File: src/rtl/core/rrqmtf_pkg.sv
// ----------------------------------------------------------------------------
// rrqmtf_pkg: shared types and codes of the service queue
// Operation and status codes, word widths and the sequencer state type.
// ----------------------------------------------------------------------------
package rrqmtf_pkg;

	localparam int ID_W = 32;
	localparam int OP_W = 2;
	localparam int ST_W = 2;

	typedef enum logic [OP_W-1:0] {
		OP_SERVE    = 2'd0,
		OP_EXPEDITE = 2'd1,
		OP_RESTART  = 2'd2,
		OP_UNUSED   = 2'd3
	} op_t;

	typedef enum logic [ST_W-1:0] {
		ST_SERVED = 2'd0,
		ST_EMPTY  = 2'd1,
		ST_FULL   = 2'd2,
		ST_RSVD   = 2'd3
	} status_t;

	typedef enum logic [6:0] {
		S_IDLE     = 7'b0000001,
		S_SERVE_WR = 7'b0000010,
		S_SRCH     = 7'b0000100,
		S_SHIFT    = 7'b0001000,
		S_PLACE    = 7'b0010000,
		S_FILL     = 7'b0100000,
		S_EMIT     = 7'b1000000
	} seq_state_t;

endpackage

File: src/rtl/core/rrqmtf_ram.sv
// ----------------------------------------------------------------------------
// rrqmtf_ram: generic simple dual-port RAM
// One write port, one read port, read data registered.
// ----------------------------------------------------------------------------
module rrqmtf_ram #(
	parameter int WIDTH = 32,
	parameter int DEPTH = 16
) (
	input  logic                     clk,
	input  logic                     we,
	input  logic [$clog2(DEPTH)-1:0] waddr,
	input  logic [WIDTH-1:0]         wdata,
	input  logic [$clog2(DEPTH)-1:0] raddr,
	output logic [WIDTH-1:0]         rdata
);

	logic [WIDTH-1:0] mem_q [DEPTH];

	always_ff @(posedge clk) begin
		if (we) begin
			mem_q[waddr] <= wdata;
		end
		rdata <= mem_q[raddr];
	end

endmodule

File: src/rtl/core/round_robin_queue_move_to_front_unit.sv
// ----------------------------------------------------------------------------
// round_robin_queue_move_to_front_unit: ordered service queue of ids
// Serve rotates the head to the tail, expedite moves or inserts an id at the
// head, restart reloads ids 1..min(population, DEPTH).
// ----------------------------------------------------------------------------
// The queue lives in a circular buffer in one RAM with a registered read
// port and one write port; a head pointer and a length register frame it.
// One word is handled at a time and in_ready is low while it is at work.
// An expedite reads the queue from the head until it finds the id; if the
// id sits behind the head, every entry ahead of it moves back by one place
// and the id is then written at the head. An absent id is written in front
// of the head, or refused when the queue is full. Restart writes the ids
// one slot at a time. A result (serve, or a refused expedite) lands in an
// output register and waits there for out_ready; the next word is accepted
// as soon as the result has been handed to that register.
// Operation code 3 is dropped with no result. No clearing pass is needed:
// only entries inside the framed region are ever used.
// ----------------------------------------------------------------------------
module round_robin_queue_move_to_front_unit
	import rrqmtf_pkg::*;
#(
	parameter int DEPTH = 16
) (
	input  logic            clk,
	input  logic            arst_n,
	input  logic            cfg_wr_en,
	input  logic [ID_W-1:0] cfg_wr_data,
	input  logic            in_valid,
	output logic            in_ready,
	input  logic [OP_W-1:0] operation,
	input  logic [ID_W-1:0] target_id,
	output logic            out_valid,
	input  logic            out_ready,
	output logic [ID_W-1:0] served_id,
	output logic [ST_W-1:0] status
);

	localparam int AW = $clog2(DEPTH);
	localparam int LW = $clog2(DEPTH + 1);

	// physical slot of logical position k, wrapped with one compare/subtract
	function automatic logic [AW-1:0] phys(input logic [AW-1:0] h, input logic [LW-1:0] k);
		logic [LW:0] s;
		s = (LW+1)'(h) + (LW+1)'(k);
		if (s >= (LW+1)'(DEPTH)) begin
			s = s - (LW+1)'(DEPTH);
		end
		return s[AW-1:0];
	endfunction

	seq_state_t      state_q;
	logic [AW-1:0]   head_q;
	logic [LW-1:0]   len_q;
	logic [LW-1:0]   cnt_q;
	logic [ID_W-1:0] pop_q;
	logic [ID_W-1:0] id_q;
	logic [ID_W-1:0] res_id_q;
	status_t         res_st_q;
	logic            out_valid_q;
	logic [ID_W-1:0] served_id_q;
	logic [ST_W-1:0] status_q;

	logic [ID_W-1:0] rd_data;
	logic [LW-1:0]   rd_k;
	logic [AW-1:0]   rd_addr;
	logic            wr_en;
	logic [LW-1:0]   wr_k;
	logic [AW-1:0]   wr_addr;
	logic [ID_W-1:0] wr_data;
	logic            hit;
	logic            last;
	logic            full;
	logic [LW-1:0]   fill_n;
	logic            in_acc;
	op_t             op_in;

	assign in_ready  = (state_q == S_IDLE);
	assign in_acc    = in_valid && in_ready;
	assign op_in     = op_t'(operation);
	assign out_valid = out_valid_q;
	assign served_id = served_id_q;
	assign status    = status_q;

	assign hit    = (rd_data == id_q);
	assign last   = ((cnt_q + LW'(1)) == len_q);
	assign full   = (len_q == LW'(DEPTH));
	assign fill_n = (pop_q >= ID_W'(DEPTH)) ? LW'(DEPTH) : pop_q[LW-1:0];

	// read and write address selection, all in logical positions from the head
	always_comb begin
		rd_k    = '0;
		wr_en   = 1'b0;
		wr_k    = '0;
		wr_data = rd_data;
		case (state_q)
			S_IDLE: begin
				rd_k = '0;
			end
			S_SERVE_WR: begin
				// old head goes just past the tail
				wr_en = 1'b1;
				wr_k  = len_q;
			end
			S_SRCH: begin
				rd_k = hit ? (cnt_q - LW'(1)) : (cnt_q + LW'(1));
				if (!hit && last && !full) begin
					// insert absent id in front of the head
					wr_en   = 1'b1;
					wr_k    = LW'(DEPTH - 1);
					wr_data = id_q;
				end
			end
			S_SHIFT: begin
				rd_k  = cnt_q - LW'(2);
				wr_en = 1'b1;
				wr_k  = cnt_q;
			end
			S_PLACE: begin
				wr_en   = 1'b1;
				wr_k    = '0;
				wr_data = id_q;
			end
			S_FILL: begin
				wr_en   = (cnt_q != fill_n);
				wr_k    = cnt_q;
				wr_data = ID_W'(cnt_q) + ID_W'(1);
			end
			default: begin
				rd_k = '0;
			end
		endcase
	end

	assign rd_addr = phys(head_q, rd_k);
	assign wr_addr = phys(head_q, wr_k);

	rrqmtf_ram #(
		.WIDTH(ID_W),
		.DEPTH(DEPTH)
	) u_ram (
		.clk  (clk),
		.we   (wr_en),
		.waddr(wr_addr),
		.wdata(wr_data),
		.raddr(rd_addr),
		.rdata(rd_data)
	);

	// configuration register
	always_ff @(posedge clk or negedge arst_n) begin
		if (!arst_n) begin
			pop_q <= '0;
		end else if (cfg_wr_en) begin
			pop_q <= cfg_wr_data;
		end
	end

	// sequencer
	always_ff @(posedge clk or negedge arst_n) begin
		if (!arst_n) begin
			state_q  <= S_IDLE;
			head_q   <= '0;
			len_q    <= '0;
			cnt_q    <= '0;
			id_q     <= '0;
			res_id_q <= '0;
			res_st_q <= ST_SERVED;
		end else begin
			case (state_q)
				S_IDLE: begin
					if (in_acc) begin
						id_q  <= target_id;
						cnt_q <= '0;
						case (op_in)
							OP_SERVE: begin
								if (len_q == '0) begin
									res_id_q <= '0;
									res_st_q <= ST_EMPTY;
									state_q  <= S_EMIT;
								end else begin
									state_q <= S_SERVE_WR;
								end
							end
							OP_EXPEDITE: begin
								if (len_q == '0) begin
									// empty queue: the id simply becomes the head
									len_q   <= LW'(1);
									state_q <= S_PLACE;
								end else begin
									state_q <= S_SRCH;
								end
							end
							OP_RESTART: begin
								head_q  <= '0;
								len_q   <= '0;
								state_q <= S_FILL;
							end
							default: begin
								state_q <= S_IDLE;
							end
						endcase
					end
				end
				S_SERVE_WR: begin
					head_q   <= phys(head_q, LW'(1));
					res_id_q <= rd_data;
					res_st_q <= ST_SERVED;
					state_q  <= S_EMIT;
				end
				S_SRCH: begin
					if (hit) begin
						if (cnt_q == '0) begin
							state_q <= S_IDLE;
						end else begin
							state_q <= S_SHIFT;
						end
					end else if (last) begin
						if (full) begin
							res_id_q <= '0;
							res_st_q <= ST_FULL;
							state_q  <= S_EMIT;
						end else begin
							head_q  <= phys(head_q, LW'(DEPTH - 1));
							len_q   <= len_q + LW'(1);
							state_q <= S_IDLE;
						end
					end else begin
						cnt_q <= cnt_q + LW'(1);
					end
				end
				S_SHIFT: begin
					// move entry cnt-1 back to cnt, walk toward the head
					cnt_q <= cnt_q - LW'(1);
					if (cnt_q == LW'(1)) begin
						state_q <= S_PLACE;
					end
				end
				S_PLACE: begin
					state_q <= S_IDLE;
				end
				S_FILL: begin
					if (cnt_q == fill_n) begin
						len_q   <= fill_n;
						state_q <= S_IDLE;
					end else begin
						cnt_q <= cnt_q + LW'(1);
					end
				end
				S_EMIT: begin
					if (!out_valid_q || out_ready) begin
						state_q <= S_IDLE;
					end
				end
				default: begin
					state_q <= S_IDLE;
				end
			endcase
		end
	end

	// output register: hold the result until it is taken
	always_ff @(posedge clk or negedge arst_n) begin
		if (!arst_n) begin
			out_valid_q <= 1'b0;
		end else if (state_q == S_EMIT && (!out_valid_q || out_ready)) begin
			out_valid_q <= 1'b1;
		end else if (out_ready) begin
			out_valid_q <= 1'b0;
		end
	end

	always_ff @(posedge clk) begin
		if (state_q == S_EMIT && (!out_valid_q || out_ready)) begin
			served_id_q <= res_id_q;
			status_q    <= res_st_q;
		end
	end

endmodule

File: config.mk
export PLATFORM = sky130hd
export DESIGN_NAME = round_robin_queue_move_to_front_unit
export DESIGN_NICKNAME = d
export VERILOG_FILES = /design/src/rtl/core/rrqmtf_pkg.sv /design/src/rtl/core/rrqmtf_ram.sv /design/src/rtl/core/round_robin_queue_move_to_front_unit.sv
export SDC_FILE = /design/constraint.sdc
export NUM_CORES = 1
export LEC_CHECK = 0
export BUFFER_PORTS_ARGS = -buffer_cell sky130_fd_sc_hd__buf_2
export CORE_MARGIN = 10
export CORE_UTILIZATION = 40
export DETAILED_ROUTE_END_ITERATION = 8
export SKIP_LAST_GASP = 1
export SYNTH_ARGS = -nofsm -noshare
export SYNTH_HDL_FRONTEND = slang
export SYNTH_HIERARCHICAL = 1
export SYNTH_SLANG_ARGS = --single-unit
File: constraint.sdc
create_clock -name clk -period 8.9 [get_ports clk]
set_clock_uncertainty 0.2 [all_clocks]
set_input_delay 1.78 -clock clk [delete_from_list [all_inputs] [get_ports clk]]
set_output_delay 1.78 -clock clk [all_outputs]
set_load 0.05 [all_outputs]
Yosys cells after proc, flatten, opt, wreduce, memory -nomap -nowiden
Memories as Yosys holds them, arrays and structs flattened. A register that Yosys moved wholly into a read port is not among the register bits.
Cells that the tools add are included.
{"block": "word_totals", "ff_bits": 154, "mem_bits_rw": 512, "inputBits": 71, "out_inout_bits": 36, "wordCells": 146, "n_memories": 1}
{"name": "u_ram.mem_q", "depth": 16, "width": 32, "rd": 1, "rd_clocked_by_memory_dff": 1, "write_ports": 1, "line": "rrqmtf_ram.sv:17", "text": "logic [WIDTH-1:0] mem_q [DEPTH];"}
{"block": "op_classes", "n_addsub": 13, "magnitude_cmp": 5, "n_eq_ne": 31, "mux": 62, "n_reduce_logical": 23}
{"cell": "$mux 32", "count": 7}
{"cell": "$pmux 32 s3", "count": 2}
{"cell": "$mux 5", "count": 13}
{"cell": "$mux 7", "count": 8}
{"cell": "$mux 4", "count": 11}
{"cell": "$pmux 7 s6", "count": 1}
{"cell": "$eq 32x32->1", "count": 1}
{"cell": "$ge 32x5->1 const B", "count": 1}
{"cell": "$pmux 5 s3", "count": 2}
{"cell": "$pmux 7 s3", "count": 1}
{"cell": "$pmux 5 s2", "count": 2}
{"cell": "$pmux 5 s4", "count": 1}
{"cell": "$ne 2x2->1 const B", "count": 9}
{"cell": "$sub 4x1->4 const B", "count": 4}
{"cell": "$add 4x5->6", "count": 2}
{"cell": "$ge 6x5->1 const B", "count": 2}
{"cell": "$mux 2", "count": 6}
{"cell": "$pmux 4 s3", "count": 1}
{"cell": "$add 5x1->5 const B", "count": 2}
{"cell": "$eq 5x5->1", "count": 2}
{"cell": "$ge 5x5->1 const B", "count": 2}
{"cell": "$logic_not 5->1", "count": 2}
{"cell": "$reduce_and 5->1", "count": 2}
{"cell": "$ne 2x1->1 const B", "count": 4}
{"cell": "other kinds (35)", "count": 46}

Depth between registers and ports, before layout
{"block": "depth", "depth_word": 9, "ltp_mapped": 17, "mapped_depth_nobuf": 14}

Hierarchy
The synthesis kept the hierarchy.
{"module": "rrqmtf_ram", "n_inst": 1, "cells_per_inst": 838, "area_each_um2": 19835.3, "seq_area_each_um2": 16015.4}
{"module": "round_robin_queue_move_to_front_unit", "n_inst": 1, "cells_per_inst": 606, "area_each_um2": 7559.8, "seq_area_each_um2": 4025.1}

Worst setup path after synthesis
OpenSTA, ideal clock, no wires.
{"block": "synth_timing", "path_kind": "register to register", "from": "register cnt_q[0]", "to": "memory u_ram.mem_q[0][0], enable pin", "setup_ns": 0.461, "arrival_time_ns": 5.379, "required_ns": 8.239, "path_slack_ns": 2.860, "path_stages_with_launch": 16, "n_path_buf": 1, "period_less_slack_ns": 6.040, "cell_sequence": "dfrtp_1 -> buf_2 -> inv_1 -> ha_1 -> xor2_1 -> nor3_1 -> o211a_1 -> and4_4 -> a221o_1 -> ha_1 -> a21o_1 -> a21oi_1 -> xnor2_1 -> xnor2_1 -> or3b_2 -> nor3_1"}
{"block": "synth_between", "elab_chain_cells": 9, "word_cells_on_any_way": 15, "classes_between": "add/sub: 3; order compare: 1; eq/ne: 2; mux: 7; reduce/logical: 2"}
{"element": "start: declaration", "line": "round_robin_queue_move_to_front_unit.sv:54", "text": "logic [LW-1:0] cnt_q;"}
{"element": "start signal: assignment", "line": "round_robin_queue_move_to_front_unit.sv:228", "text": "cnt_q <= cnt_q + LW'(1);"}
{"element": "start signal: assignment", "line": "round_robin_queue_move_to_front_unit.sv:233", "text": "cnt_q <= cnt_q - LW'(1);"}
{"element": "start signal: assignment", "line": "round_robin_queue_move_to_front_unit.sv:246", "text": "cnt_q <= cnt_q + LW'(1);"}
{"element": "$add 5x1->5", "line": "round_robin_queue_move_to_front_unit.sv:85", "text": "assign last = ((cnt_q + LW'(1)) == len_q);"}
{"element": "$eq 5x5->1", "line": "round_robin_queue_move_to_front_unit.sv:85"}
{"element": "$logic_and 1x1->1 (2 in a row)", "line": "round_robin_queue_move_to_front_unit.sv:106", "text": "if (!hit && last && !full) begin"}
{"element": "$mux 4", "line": "round_robin_queue_move_to_front_unit.sv:106"}
{"element": "$pmux 5 s3 (*)", "line": "round_robin_queue_move_to_front_unit.sv:95", "text": "case (state_q)"}
{"element": "$add 4x5->6 (*)", "line": "round_robin_queue_move_to_front_unit.sv:44", "text": "s = (LW+1)'(h) + (LW+1)'(k);"}
{"element": "$ge 6x5->1 / $sub 4x1->4 (equally long branches)", "line": "round_robin_queue_move_to_front_unit.sv:45, round_robin_queue_move_to_front_unit.sv:46"}
{"element": "$mux 4 (*)", "line": "round_robin_queue_move_to_front_unit.sv:45", "text": "if (s >= (LW+1)'(DEPTH)) begin"}
{"element": "net wr_addr[3]", "line": "round_robin_queue_move_to_front_unit.sv:68", "text": "logic [AW-1:0] wr_addr;"}
{"element": "end: declaration", "line": "rrqmtf_ram.sv:17"}
Mark *: on every way through the listed nets, which the timed path passes. The rest lies on a longest branch.

Worst setup path after layout
{"block": "layout_timing", "from": "register id_q[7]", "to": "memory u_ram.mem_q[4][3], enable pin"}
{"block": "layout_between", "elab_chain_cells": 9, "word_cells_on_any_way": 14, "classes_between": "add/sub: 2; order compare: 1; eq/ne: 1; mux: 7; reduce/logical: 3"}
{"element": "start: declaration", "line": "round_robin_queue_move_to_front_unit.sv:56", "text": "logic [ID_W-1:0] id_q;"}
{"element": "start signal: assignment", "line": "round_robin_queue_move_to_front_unit.sv:172", "text": "id_q <= target_id;"}
{"element": "$eq 32x32->1 (*)", "line": "round_robin_queue_move_to_front_unit.sv:84", "text": "assign hit = (rd_data == id_q);"}
{"element": "$logic_not 1->1 (*)", "line": "round_robin_queue_move_to_front_unit.sv:106"}
{"element": "$logic_and 1x1->1 (*) (2 in a row)", "line": "round_robin_queue_move_to_front_unit.sv:106"}
{"element": "$mux 4 (*)", "line": "round_robin_queue_move_to_front_unit.sv:106"}
{"element": "$pmux 5 s3 (*)", "line": "round_robin_queue_move_to_front_unit.sv:95"}
{"element": "$add 4x5->6 (*)", "line": "round_robin_queue_move_to_front_unit.sv:44"}
{"element": "$ge 6x5->1 / $sub 4x1->4 (equally long branches)", "line": "round_robin_queue_move_to_front_unit.sv:45, round_robin_queue_move_to_front_unit.sv:46"}
{"element": "$mux 4 (*)", "line": "round_robin_queue_move_to_front_unit.sv:45"}
{"element": "net wr_addr[3]", "line": "round_robin_queue_move_to_front_unit.sv:68"}
Marks and branches as above.

==> results.md <==
* Top post-synthesis cells by area: edfxtp_1 (60%), dfrtp_1 (11%), mux4_2 (11%), mux2_2 (2.8%), dfxtp_1 (2.3%)
* Register Area at 0.0200 mm^2
* Pre-CTS setup slack at 3.06 ns
* Data arrival, critical path at 5.99 ns
* Ports at 107
* Area post-placement at 0.0290 mm^2
* Worst setup path startpoint: id_q[7]
* DRT iter0 DRCs at 1452
* Post-CTS Setup Repair Bufs at 0
* Largest family of logic cells by synthesized area: multiplexers
* DP Cell Count at 2372
* CP required at 8.97 ns
* Hold Path Sink: status[1]
* Synth Instances at 1444
* Post-synth ARST share at 17.2%
* # hold bufs at CTS at 0
* Area Growth Syn to Fin at 15.5%
* Worst setup SP type: flip-flop
* Wire per inst at 27.1 um
* Worst reg2reg setup slack at 2.98 ns
* Fin crit share at 66.5%
* ANT nets after route at 0
* Avg Cell Area, Syn at 19.0 um^2
* Fin area at 0.0316 mm^2
* Wire length of the first global-routing pass at 101 mm
* Final slew viol count at 0
* TritonCTS buffer count at 74
* Clock Path Buffers at 3
* Setup tns final at 0 ns
* H-Tree Depth at 3
* Power Density at 301 mW/mm^2
* Fillers at 5662
* Hold depth at 0
* Drt total wl at 68.1 mm
* Most common cell in the synthesized netlist: edfxtp_1
* Peak supply drop at 163 uV
* Die X at 282 um
* Synthesized Nets at 1534
* Gr usage total at 17.2%
* Starting Density at 40.6%
* Min-Delay Path Class: reg -> reg
* R2R depth at 14
* Clock sinks at 698
* Min-delay src: res_st_q[1]
* PostCTS Resize Cnt at 0
* CTS tree: done
* Register area share after synthesis at 73.2%
* Post-Synth Simple-Gate Area at 3.45%
* Crit. End Element: flip-flop
* DIE HEIGHT at 282 um
* Final Non-Filler Cells at 2511
* Port bufs at 106
* DRC violations left at 0
* Initial antenna violation count at 2
* # setup viols final at 0
* Overflow left after global routing at 0
* Worst R2R End: u_ram/mem_q[4][3]
* Post-Syn Area at 0.0274 mm^2
* Fmax at 0.169 GHz
* Worst rel slew slack at 9.71%
* Total iterations of the first detailed-routing run at 5
* FF-to-FF Start: id_q[7]
* Total power at 9.54 mW
* Core ar. at 0.0675 mm^2
* Max-Cap Viols at 0
* Via Count at 14400
* Row cnt at 95
* Share of cells above drive strength 1 at 30.0%
* Pin count of the biggest net entering global routing at 71
* Multiplexer share of the synthesized area at 13.5%
* Finished Core Util at 46.9%
* Seq cells post-synth at 698
* Clk slew on worst S/H paths at 0.06 ns
* DPL Wire Length at 39.7 mm
* Post-synth top area share at 59.8%
* Compound-Gate Fraction of Synth Area at 5.59%
* Vias in the first global route at 15000
* Number of enable flip-flop cells after synthesis at 546
* Top_reg_cell synth: edfxtp_1
* Syn. warnings at 6
* Final nets at 1665
* Least-Margin Pin Slew at 1.35 ns
* Synth unique cells at 67
* Hold violation count in the final report at 0
* Root buf cell: clkbuf_16
* XOR/XNOR share of the synthesized area at 1.66%
* RSZ-0062 raised after global routing: no
* Synth area leader: edfxtp_1
* Critical setup path kind: reg -> reg
* Placer congestion estimate at 0.863
* Post-Synth Adder-Cell Area at 0.950%
* Via density at 5.74
* Later-pin clock latency in the skew report at 0.63 ns
* Final Hold Slack at 0.256 ns
* Commonest cells post-synth: edfxtp_1 (546), mux4_2 (128), dfrtp_1 (119), mux2_2 (68), a22oi_1 (65)
* CP max FO at 23
* Min setup slack post-route at 2.98 ns
* Fin crit period at 5.92 ns
* P_leak at 10.8 nW
* Die ar. at 0.0794 mm^2
* Status: finished clean
* Area of the multi-input gates at 0.00706 mm^2
==> metal layers <==
metal,up-vias,wire [um],global-route usage (%)
met5,-,0,0
met4,0,1480,4.83
met3,103,5190,4.12
met2,569,31700,26.9
met1,7611,29700,23.6
li1,6123,-,-
==> sequential cells by signal, indices dropped and copies added, names as in the netlist, 5 cells and up <==
signal / cells
id_q: 32
cnt_q: 5
state_q: 7
len_q: 5
u_ram/rdata: 32
u_ram/mem_q: 512
res_id_q: 32
served_id: 32
pop_q: 32
==> worst max-delay path by stage <==
stage	end	slack [ns]	depth (start not counted)
after detailed placement	u_ram/mem_q[4][3]	3.06	14
final	u_ram/mem_q[4][3]	2.98	14
after floorplan	u_ram/mem_q[0][0]	2.86	15
after global routing	u_ram/mem_q[4][19]	2.70	14
after global placement	u_ram/mem_q[4][4]	3.16	14
after CTS	u_ram/mem_q[4][3]	3.00	14
==> cells in the final DEF (no fill, tap or decap), drive strengths merged, types with 4 or more instances in the layout <==
master,count
dfxtp,32
a21oi,17
clkinv,24
o21ai,15
a221o,12
nand4,5
inv,19
nand2,56
a22oi,65
nor2b,9
bufinv,9
ha,16
buf,134
mux4,128
o2bb2ai,5
nor3,16
a21o,4
and2,4
mux2i,5
mux2,68
clkinvlp,4
edfxtp,546
nand3,16
a22o,59
xor2,37
dfrtp,119
nand2b,5
nor4,17
clkbuf,96
or2,4
nand3b,4
nor2,33
xnor2,15
==> final cells by class <==
cell class | instances | share of cell area (%)
Clock buffer | 96 | 6.60
Inverter | 14 | 0.174
Multi-Input combinational cell | 653 | 22.3
Tap cell | 873 | 3.45
Antenna cell | 1 | 0.00791
Sequential cell | 698 | 63.3
Clock inverter | 42 | 1.68
Timing Repair Buffer | 134 | 2.44
==> report_power, final <==
group	internal, mW	total [mW]	switching [mW]
Combinational	0.700	1.89	1.19
Clock	1.94	3.25	1.31
Sequential	4.17	4.39	0.220
Total	6.81	9.54	2.72
==> kinds of logic (layout without fill, tap and decap cells) <==
kind of cell | after synthesis | in the layout
other | 0 | 1
DFF | 698 | 698
muxes | 201 | 201
buffers and inverters | 93 | 286
adders and majority gates | 19 | 19
and+or+nand+nor | 184 | 184
xor gates and xnor gates | 52 | 52
AOI/OAI and AO/OA | 197 | 197
==> worst max-delay path, stage by stage (launching register included) <==
cell      delay (ns)
dfrtp_1         0.40
xor2_1          0.16
nor4_1          0.44
nand4_1         0.36
or2_0           0.52
and4_4          0.30
a221o_1         0.31
ha_1            0.30
a21o_1          0.18
a21oi_1         0.18
xnor2_1         0.15
xnor2_1         0.15
nand3b_1        0.40
nor3_2          0.93
buf_4           0.54
(Power assumes the default switching activity.)
